==> config.mk <==
export PLATFORM = sky130hd
export DESIGN_NAME = nd_slice_address_generator
export DESIGN_NICKNAME = d
export VERILOG_FILES = /design/src/sv/ndsag_pkg.sv /design/src/sv/ndsag_macc.sv /design/src/sv/ndsag_engine.sv /design/src/sv/nd_slice_address_generator.sv
export SDC_FILE = /design/constraint.sdc
export NUM_CORES = 2
export LEC_CHECK = 0
export BUFFER_PORTS_ARGS = -buffer_cell sky130_fd_sc_hd__buf_2
export CAP_MARGIN = 15
export CELL_PAD_IN_SITES_DETAIL_PLACEMENT = 0
export CELL_PAD_IN_SITES_GLOBAL_PLACEMENT = 1
export CORE_UTILIZATION = 53
export DETAILED_ROUTE_END_ITERATION = 10
export PLACE_DENSITY = 0.84
export SYNTH_ARGS = -nofsm -noshare
export SYNTH_HDL_FRONTEND = slang
export SYNTH_SLANG_ARGS = --single-unit
==> constraint.sdc <==
create_clock -name clk -period 13.55 [get_ports clk]
set_clock_uncertainty 0.15 [all_clocks]
set_input_delay 2.0325 -clock clk [delete_from_list [all_inputs] [get_ports clk]]
set_output_delay 2.0325 -clock clk [all_outputs]
set_load 0.01 [all_outputs]
==> src/sv/ndsag_pkg.sv <==
// types and codes shared by the slice address generator
package ndsag_pkg;

	localparam logic [1:0] FUNC_LOAD  = 2'd0;
	localparam logic [1:0] FUNC_INIT  = 2'd1;
	localparam logic [1:0] FUNC_FETCH = 2'd2;

	typedef enum logic [1:0] {
		ST_OK,
		ST_INVALID,
		ST_EXHAUSTED
	} status_t;

	typedef struct packed {
		logic [1:0]  func;
		logic [3:0]  dim_index;
		logic [15:0] extent;
		logic [15:0] slice_start;
		logic [15:0] slice_end;
	} item_t;

	typedef struct packed {
		status_t     status;
		logic [31:0] element_address;
		logic        last;
	} result_t;

	typedef struct packed {
		logic [3:0]  num_dims;
		logic [31:0] base_address;
		logic        clear_run;
	} cfg_t;

endpackage

==> src/sv/ndsag_macc.sv <==
// shared multiply-accumulate unit: one chunk of the wide operand times the narrow one
module ndsag_macc #(
	parameter int ADDR_BITS   = 32,
	parameter int NARROW_BITS = 17
) (
	input  logic [ADDR_BITS-1:0]   wide,
	input  logic [NARROW_BITS-1:0] narrow,
	input  logic                   chunk_sel,
	input  logic [ADDR_BITS-1:0]   addend,
	output logic [ADDR_BITS-1:0]   sum
);

	localparam int MUL_W = (ADDR_BITS < 32) ? ADDR_BITS : 32;
	localparam int PW    = MUL_W + NARROW_BITS;

	logic [2*MUL_W-1:0]  padded;
	logic [MUL_W-1:0]    chunk;
	logic [PW-1:0]       prod;
	logic [PW+MUL_W-1:0] placed;

	always_comb begin
		padded = (2*MUL_W)'(wide);
		chunk  = chunk_sel ? padded[2*MUL_W-1:MUL_W] : padded[MUL_W-1:0];
		prod   = PW'(chunk) * PW'(narrow);
		placed = chunk_sel ? {prod, {MUL_W{1'b0}}} : {{MUL_W{1'b0}}, prod};
		sum    = addend + ADDR_BITS'(placed);
	end

endmodule

==> src/sv/ndsag_engine.sv <==
// descriptor storage, sequencer and result register of the slice address generator
module ndsag_engine import ndsag_pkg::*; #(
	parameter int MAX_DIMS   = 10,
	parameter int INDEX_BITS = 16,
	parameter int ADDR_BITS  = 32
) (
	input  logic    clk,
	input  logic    arst_n,
	input  cfg_t    cfg,
	input  logic    item_valid,
	output logic    item_stall,
	input  item_t   item,
	output logic    result_valid,
	input  logic    result_stall,
	output result_t result
);

	localparam int IW = (MAX_DIMS > 1) ? $clog2(MAX_DIMS) : 1;
	localparam int NW = INDEX_BITS + 1;
	localparam logic LAST_CHUNK = (ADDR_BITS > 32) ? 1'b1 : 1'b0;

	typedef enum logic [2:0] {
		S_IDLE,
		S_EXEC,
		S_CHECK,
		S_STRIDE,
		S_SUM,
		S_WRAP,
		S_DONE
	} state_t;

	state_t                state_q;
	logic [IW-1:0]         cnt_q;
	logic                  chunk_q;
	logic                  running_q;
	logic                  all_end_q;
	item_t                 item_q;
	logic [ADDR_BITS-1:0]  acc_q;
	logic [ADDR_BITS-1:0]  prod_q;
	logic [ADDR_BITS-1:0]  sum_q;
	result_t               res_q;
	result_t               result_q;
	logic                  result_valid_q;

	logic [INDEX_BITS-1:0] dim_extent_q   [MAX_DIMS];
	logic [INDEX_BITS-1:0] dim_start_q    [MAX_DIMS];
	logic [INDEX_BITS-1:0] dim_end_q      [MAX_DIMS];
	logic [ADDR_BITS-1:0]  dim_stride_q   [MAX_DIMS];
	logic [NW-1:0]         dim_position_q [MAX_DIMS];

	logic [INDEX_BITS-1:0] rd_ext, rd_start, rd_end;
	logic [ADDR_BITS-1:0]  rd_str;
	logic [NW-1:0]         rd_pos, new_pos, pos_wdata;
	logic                  carry, str_we, pos_we, n_valid, load_ok;
	logic [IW-1:0]         last_idx;
	logic [ADDR_BITS-1:0]  m_wide, m_add, m_sum;
	logic [NW-1:0]         m_narrow;
	logic [3:0]            nd_minus1;

	ndsag_macc #(
		.ADDR_BITS  (ADDR_BITS),
		.NARROW_BITS(NW)
	) u_macc (
		.wide     (m_wide),
		.narrow   (m_narrow),
		.chunk_sel(chunk_q),
		.addend   (m_add),
		.sum      (m_sum)
	);

	assign item_stall   = (state_q != S_IDLE);
	assign result_valid = result_valid_q;
	assign result       = result_q;

	always_comb begin
		rd_ext    = dim_extent_q[cnt_q];
		rd_start  = dim_start_q[cnt_q];
		rd_end    = dim_end_q[cnt_q];
		rd_str    = dim_stride_q[cnt_q];
		rd_pos    = dim_position_q[cnt_q];
		new_pos   = rd_pos + NW'(1);
		carry     = (cnt_q != '0) && (new_pos > {1'b0, rd_end});
		n_valid   = (cfg.num_dims != 4'd0) && ({1'b0, cfg.num_dims} <= 5'(MAX_DIMS));
		nd_minus1 = cfg.num_dims - 4'd1;
		last_idx  = IW'(nd_minus1);
		load_ok   = ({1'b0, item_q.dim_index} < 5'(MAX_DIMS));
		m_wide    = rd_str;
		m_narrow  = rd_pos;
		m_add     = sum_q;
		str_we    = 1'b0;
		pos_we    = 1'b0;
		pos_wdata = {1'b0, rd_start};
		case (state_q)
			S_STRIDE: begin
				m_wide   = acc_q;
				m_narrow = {1'b0, rd_ext} + NW'(1);
				m_add    = chunk_q ? prod_q : '0;
				str_we   = !chunk_q;
				pos_we   = !chunk_q;
			end
			S_WRAP: begin
				pos_we    = !all_end_q;
				pos_wdata = carry ? {1'b0, rd_start} : new_pos;
			end
			default: ;
		endcase
	end

	always_ff @(posedge clk) begin
		if (str_we)
			dim_stride_q[cnt_q] <= acc_q;
		if (pos_we)
			dim_position_q[cnt_q] <= pos_wdata;
	end

	always_ff @(posedge clk or negedge arst_n) begin
		if (!arst_n) begin
			state_q        <= S_IDLE;
			cnt_q          <= '0;
			chunk_q        <= 1'b0;
			running_q      <= 1'b0;
			all_end_q      <= 1'b0;
			item_q         <= '0;
			acc_q          <= '0;
			prod_q         <= '0;
			sum_q          <= '0;
			res_q          <= '0;
			result_q       <= '0;
			result_valid_q <= 1'b0;
			for (int i = 0; i < MAX_DIMS; i++) begin
				dim_extent_q[i] <= '0;
				dim_start_q[i]  <= '0;
				dim_end_q[i]    <= '0;
			end
		end else begin
			if (result_valid_q && !result_stall && (state_q != S_DONE))
				result_valid_q <= 1'b0;
			case (state_q)
				S_IDLE: begin
					if (item_valid) begin
						item_q  <= item;
						state_q <= S_EXEC;
					end
				end
				S_EXEC: begin
					case (item_q.func)
						FUNC_LOAD: begin
							if (load_ok) begin
								dim_extent_q[item_q.dim_index[IW-1:0]] <=
									INDEX_BITS'(item_q.extent);
								dim_start_q[item_q.dim_index[IW-1:0]] <=
									INDEX_BITS'(item_q.slice_start);
								dim_end_q[item_q.dim_index[IW-1:0]] <=
									INDEX_BITS'(item_q.slice_end);
								running_q <= 1'b0;
							end
							res_q   <= '{status: ST_OK, element_address: '0, last: 1'b0};
							state_q <= S_DONE;
						end
						FUNC_INIT: begin
							if (!n_valid) begin
								running_q <= 1'b0;
								res_q     <= '{status: ST_INVALID, element_address: '0,
									last: 1'b0};
								state_q   <= S_DONE;
							end else begin
								cnt_q   <= '0;
								state_q <= S_CHECK;
							end
						end
						FUNC_FETCH: begin
							if (!running_q || !n_valid) begin
								res_q   <= '{status: ST_EXHAUSTED, element_address: '0,
									last: 1'b0};
								state_q <= S_DONE;
							end else begin
								cnt_q     <= '0;
								chunk_q   <= 1'b0;
								sum_q     <= ADDR_BITS'(cfg.base_address);
								all_end_q <= 1'b1;
								state_q   <= S_SUM;
							end
						end
						default: begin
							res_q   <= '{status: ST_INVALID, element_address: '0, last: 1'b0};
							state_q <= S_DONE;
						end
					endcase
				end
				S_CHECK: begin
					if ((rd_end > rd_ext) || (rd_start > rd_end)) begin
						running_q <= 1'b0;
						res_q     <= '{status: ST_INVALID, element_address: '0, last: 1'b0};
						state_q   <= S_DONE;
					end else if (cnt_q == last_idx) begin
						acc_q   <= ADDR_BITS'(1);
						chunk_q <= 1'b0;
						state_q <= S_STRIDE;
					end else begin
						cnt_q <= cnt_q + IW'(1);
					end
				end
				S_STRIDE: begin
					prod_q <= m_sum;
					if (chunk_q == LAST_CHUNK) begin
						acc_q   <= m_sum;
						chunk_q <= 1'b0;
						if (cnt_q == '0) begin
							running_q <= 1'b1;
							res_q     <= '{status: ST_OK, element_address: '0, last: 1'b0};
							state_q   <= S_DONE;
						end else begin
							cnt_q <= cnt_q - IW'(1);
						end
					end else begin
						chunk_q <= 1'b1;
					end
				end
				S_SUM: begin
					sum_q <= m_sum;
					if (!chunk_q)
						all_end_q <= all_end_q && (rd_pos == {1'b0, rd_end});
					if (chunk_q == LAST_CHUNK) begin
						chunk_q <= 1'b0;
						if (cnt_q == last_idx)
							state_q <= S_WRAP;
						else
							cnt_q <= cnt_q + IW'(1);
					end else begin
						chunk_q <= 1'b1;
					end
				end
				S_WRAP: begin
					if (all_end_q) begin
						running_q <= 1'b0;
						res_q     <= '{status: ST_OK, element_address: 32'(sum_q), last: 1'b1};
						state_q   <= S_DONE;
					end else if (carry) begin
						cnt_q <= cnt_q - IW'(1);
					end else begin
						res_q   <= '{status: ST_OK, element_address: 32'(sum_q), last: 1'b0};
						state_q <= S_DONE;
					end
				end
				S_DONE: begin
					if (!result_valid_q || !result_stall) begin
						result_q       <= res_q;
						result_valid_q <= 1'b1;
						state_q        <= S_IDLE;
					end
				end
				default: state_q <= S_IDLE;
			endcase
			if (cfg.clear_run)
				running_q <= 1'b0;
		end
	end

endmodule

==> src/sv/nd_slice_address_generator.sv <==
// Row-major slice address generator for arrays of up to MAX_DIMS dimensions.
// One item is taken at a time; item_stall stays high from the accepting edge
// until the result beat enters the output register, and a finished result may
// wait there while the next item is taken. One shared multiplier forms one
// stride product (or one 32-bit chunk of it when ADDR_BITS exceeds 32) per
// cycle, and the index counters ripple their carry one dimension per cycle.
// Registers: num_dims at 0x0, base_address at 0x4.
module nd_slice_address_generator import ndsag_pkg::*; #(
	parameter int MAX_DIMS   = 10,
	parameter int INDEX_BITS = 16,
	parameter int ADDR_BITS  = 32
) (
	input  logic        clk,
	input  logic        arst_n,
	input  logic        psel,
	input  logic        penable,
	input  logic        pwrite,
	input  logic [2:0]  paddr,
	input  logic [31:0] pwdata,
	output logic [31:0] prdata,
	output logic        pready,
	input  logic        item_valid,
	output logic        item_stall,
	input  logic [1:0]  func,
	input  logic [3:0]  dim_index,
	input  logic [15:0] extent,
	input  logic [15:0] slice_start,
	input  logic [15:0] slice_end,
	output logic        result_valid,
	input  logic        result_stall,
	output logic [1:0]  status,
	output logic [31:0] element_address,
	output logic        last
);

	localparam logic REG_NUM_DIMS = 1'b0;
	localparam logic REG_BASE     = 1'b1;

	logic [3:0]  num_dims_q;
	logic [31:0] base_address_q;
	logic        wr_en;
	cfg_t        cfg;
	item_t       item;
	result_t     result;

	assign pready = 1'b1;
	assign wr_en  = psel && penable && pwrite;
	assign prdata = (paddr[2] == REG_BASE) ? base_address_q : {28'd0, num_dims_q};

	always_ff @(posedge clk or negedge arst_n) begin
		if (!arst_n) begin
			num_dims_q     <= 4'd1;
			base_address_q <= '0;
		end else if (wr_en) begin
			if (paddr[2] == REG_NUM_DIMS)
				num_dims_q <= pwdata[3:0];
			else
				base_address_q <= pwdata;
		end
	end

	assign cfg = '{num_dims: num_dims_q, base_address: base_address_q,
		clear_run: wr_en && (paddr[2] == REG_NUM_DIMS)};
	assign item = '{func: func, dim_index: dim_index, extent: extent,
		slice_start: slice_start, slice_end: slice_end};

	ndsag_engine #(
		.MAX_DIMS  (MAX_DIMS),
		.INDEX_BITS(INDEX_BITS),
		.ADDR_BITS (ADDR_BITS)
	) u_engine (
		.clk         (clk),
		.arst_n      (arst_n),
		.cfg         (cfg),
		.item_valid  (item_valid),
		.item_stall  (item_stall),
		.item        (item),
		.result_valid(result_valid),
		.result_stall(result_stall),
		.result      (result)
	);

	assign status          = result.status;
	assign element_address = result.element_address;
	assign last            = result.last;

endmodule

==> impl.org <==
** Logic synthesis
- In the synthesized netlist the dominant register cell turns out to be sky130_fd_sc_hd__dfrtp_1.
- Top cells by area, synth :: sky130_fd_sc_hd__dfrtp_1 (27%), sky130_fd_sc_hd__edfxtp_1 (22%), sky130_fd_sc_hd__mux2_2 (11%)
- After synthesis, the largest family of logic cells by area is multiplexers.
- Multiplexer cells account for 19.6% of the synthesized area.
- After synthesis the cells add up to 66400 sq um.
- Post-synthesis net count :: 5697
- Synthesis produced 5123 cells.
- Counting flops and latches in the post-synthesis netlist gives 1204.
- Portion of synthesized cell area occupied by the leading cell type :: 26.9%
- The synthesized netlist devotes 1.76% of its cell area to XOR and XNOR gates.
- For this run, asynchronously set or reset flops after synthesis account for 59.3%.
- In this run the mean area of a mapped cell was 13.0 sq um.
- Arithmetic-cell share of the synthesized area counting full adders, half adders and majority gates :: 12.6%
- During synthesis, Yosys emitted a total of 0 warnings.
- The synthesized netlist devotes 5.24% of its cell area to compound gates.
- Counting distinct cell types in the post-synthesis netlist gives 92.
- The largest total area in the synthesized netlist belongs to sky130_fd_sc_hd__dfrtp_1.
- After Yosys synthesis, and, or, nand and nor cells account for 6.61% of the synthesized area.
- Sequential area share after synthesis :: 49.1%
- Yosys mapped a number of flops with a built-in enable equal to 490.

** Setup path
- Maximum fanout count along the critical path :: 21
- The worst setup path is captured at a flip-flop.
- Dominant delay contributor by cell family on the critical path :: adder cells
- For the worst setup path, the data required time is 13.97 ns.
- Startpoint of the lowest-slack register-to-register path :: u_engine.cnt_q[3]
- The critical path ends at u_engine.sum_q[31].
- Worst path bufs/invs :: 7
- The endpoint identified for the worst register-to-register timing path is u_engine.sum_q[31].
- Library cell appearing most often on the critical path :: sky130_fd_sc_hd__fa_1
- The worst setup path is launched from a flip-flop.
- The critical path in this run is classified as flip-flop to flip-flop.
- For this design, the slowest cell found on the critical path is sky130_fd_sc_hd__or3b_2.
- Worst reg-to-reg path cell count :: 43
- Slack of the worst reg-to-reg path :: 1.21 ns
- Worst path max stage delay :: 0.76 ns
- The critical path starts at u_engine.cnt_q[3].
- The critical path runs through a total of 43 cells.
- Data arrival time of the critical path :: 12.76 ns

** CTS
- For the worst-skew pair, the clock arrives at the later sink with an insertion delay of 0.71 ns.
- TritonCTS built the clock tree.
- Number of gates resized after CTS :: 0
- H-tree levels :: 3
- Maximum clock insertion buffer count :: 3
- Number of hold buffers added after CTS :: 0
- Root cell of the clock tree :: sky130_fd_sc_hd__clkbuf_16
- Total clock buffers created by CTS :: 112
- Clock-pin slew was measured on the worst setup and hold paths at 0.07 ns.
- Num Clock Sinks :: 1204
- The number of setup buffers added after CTS is 0.

** Floorplanning
- In this run the horizontal extent of the chip is 356 um.
- In this run the core area contains 129 standard-cell rows.
- DIE HEIGHT :: 356 um
- Once the floorplan was initialized, standard cells occupied 53.6% of the core.
- The floorplan step defined a core boundary enclosing 124000 sq um.
- In this run the count of I/O pins placed on the die edge is 166.
- The floorplan step defined a die boundary enclosing 127000 sq um.

** Placement
- Cell total after placement :: 6744
- Detailed placement finished with a half-perimeter wire length of 113 mm.
- Final weighted congestion in routability-driven placement :: 0.920
- The count of buffers added on input and output ports is 162.
- Post-Place Cell Area :: 69100 sq um

** Global route
- Pin count of the biggest net entering global routing :: 175
- The first global-routing pass estimated 261 mm of wire.
- Total global routing overflow :: 0
- Via count of the first global-routing pass :: 43100
- The number of antenna violations at the first check in global routing is 2.
- GRT Total Usage :: 27.0%

** Route
- Starting DRC count in detailed routing :: 4142
- Vias per Instance :: 5.95
- In the final routed layout, each cell accounts on average for 24.0 um.
- For this block, the via count after detailed routing is 41400.
- Routed wire length :: 167 mm
- After detailed routing, the number of remaining DRC violations is 0.
- Antenna-violating nets left :: 0
- The pre-antenna-repair detailed-routing pass consisted of 7 iterations.

** Flow run
- Max-cap violations in this run came to 0.

** Timing
- Ratio of final minimum period to clock period :: 91.1%
- Total count of max-transition violations in the final report :: 0
- Maximum clock frequency :: 81.0 MHz
- Number of endpoints failing setup at the final stage :: 0
- The count of final hold-check violations came to 0.
- RSZ-0062 raised after global routing :: no
- Setup total negative slack :: 0 ns
- The worst path needs 12.34 ns of the cycle, external delays included.
- Slew HR :: 19.0%
- Across all hold checks on the routed design, the worst slack comes to 0.338 ns.
- Least-Margin Pin Slew :: 1.21 ns

** Outcome
- The run finished with clean final reports.

** Final layout
- The finished cells cover 72800 sq um.
- From synthesis to final layout, the design area changed by 9.58%.
- Of the cells placed in the final design, the portion with a size suffix greater than 1 is 25.5%.
- Layout net count :: 5796
- Non-filler instance count after layout :: 6949

** Hold path
- Type of the worst min-delay path :: flip-flop to flip-flop
==> registers in the layout, indices dropped and copies added (netlist names), 35 cells and up <==
register	flops
u_engine.dim_end_q	160
u_engine.dim_extent_q	160
u_engine.dim_position_q	170
u_engine.dim_start_q	160
u_engine.dim_stride_q	320
u_engine.item_q	54
u_engine.res_q	35
u_engine.result	35
==> area by class of cell <==
class / instances / area (sq um)
inverters: 509 / 1910
flip-flops and latches: 1204 / 32600
clock inverters: 54 / 558
fillers: 9819 / 51200
clock buffers: 148 / 3090
multi-input cells: 3102 / 30700
repair buffers: 293 / 1880
diodes: 2 / 5.00
well taps: 1637 / 2050
==> worst min path at each step <==
| stage | slack [ns] | from | cells past startpoint | endpoint |
|---|---|---|---|---|
| 5_1_grt | 0.35 | u_engine.dim_end_q[63] | 1 | u_engine.dim_end_q[63] |
| 6_report | 0.34 | u_engine.result[0] | 2 | u_engine.result[0] |
| 3_3_place_gp | 0.32 | u_engine.result[0] | 2 | u_engine.result[0] |
| 4_1_cts | 0.34 | u_engine.result[0] | 2 | u_engine.result[0] |
| 3_5_place_dp | 0.33 | u_engine.result[0] | 2 | u_engine.result[0] |
| 2_1_floorplan | 0.32 | u_engine.dim_extent_q[67] | 1 | u_engine.dim_extent_q[67] |
==> cell usage in the layout (no fill, tap or decap), types with 13 or more instances in the layout <==
cell / instances
sky130_fd_sc_hd__nand4_1: 20
sky130_fd_sc_hd__nor2b_1: 44
sky130_fd_sc_hd__nand3_1: 20
sky130_fd_sc_hd__nand2b_1: 19
sky130_fd_sc_hd__xnor2_1: 81
sky130_fd_sc_hd__dfrtp_1: 709
sky130_fd_sc_hd__o221ai_1: 36
sky130_fd_sc_hd__a21o_1: 51
sky130_fd_sc_hd__buf_4: 125
sky130_fd_sc_hd__mux2_2: 641
sky130_fd_sc_hd__edfxtp_1: 490
sky130_fd_sc_hd__inv_1: 506
sky130_fd_sc_hd__o21ai_1: 13
sky130_fd_sc_hd__clkbuf_16: 114
sky130_fd_sc_hd__o22ai_1: 41
sky130_fd_sc_hd__clkbuf_1: 23
sky130_fd_sc_hd__ha_1: 157
sky130_fd_sc_hd__a22oi_1: 33
sky130_fd_sc_hd__and2_1: 91
sky130_fd_sc_hd__xor2_1: 42
sky130_fd_sc_hd__o21ai_0: 108
sky130_fd_sc_hd__fa_1: 321
sky130_fd_sc_hd__buf_2: 161
sky130_fd_sc_hd__nor3_1: 17
sky130_fd_sc_hd__nand2_1: 529
sky130_fd_sc_hd__clkinv_2: 19
sky130_fd_sc_hd__a21oi_1: 91
sky130_fd_sc_hd__a211oi_1: 25
sky130_fd_sc_hd__mux4_2: 182
sky130_fd_sc_hd__mux2i_1: 157
sky130_fd_sc_hd__nor2_1: 164
sky130_fd_sc_hd__o211ai_1: 23
==> cell families after synthesis <==
group,Yosys count
DFF,1204
muxes,991
and+or+nand+nor,984
buffers and inverters,817
AOI/OAI and AO/OA,521
adders and majority gates,478
xor gates and xnor gates,127
other,1
==> worst reg2reg max path, delay by kind of cell, from the launching register on <==
| kind | cells | cell delay [ns] |
|---|---|---|
| xor gates and xnor gates | 3 | 0.53 |
| and+or+nand+nor | 9 | 2.56 |
| adders and majority gates | 8 | 3.73 |
| DFF | 1 | 0.70 |
| AOI/OAI and AO/OA | 16 | 3.47 |
| buffers and inverters | 7 | 1.05 |
==> per-layer routing <==
metal / up-vias / global-route usage [%] / share of wire (%)
met5: - / 0 / 0
met4: 0 / 7.17 / 2.3
met3: 212 / 4.47 / 7.4
met2: 1488 / 43.1 / 47
met1: 21700 / 38.7 / 43
li1: 18000 / - / -
==> per-stage QoR <==
step                setup WS (ns)  utilization [%]
floorplan                    2.25                -
global placement             1.52             55.8
detailed placement           1.46             55.8
CTS                          1.33             58.7
global route                0.724             58.7
finish                       1.21             58.7
==> cells in the mapped netlist (all sizes together), types with 81 or more instances <==
library cell	number
a21oi	92
and2	91
buf	105
clkbuf	203
dfrtp	713
edfxtp	490
fa	321
ha	157
inv	508
mux2	650
mux2i	157
mux4	184
nand2	532
nor2	176
o21ai	130
xnor2	81
Power is left out: the tool's default activity adds up to more than one toggle a clock period on the data nets, which glitch-free logic cannot reach.
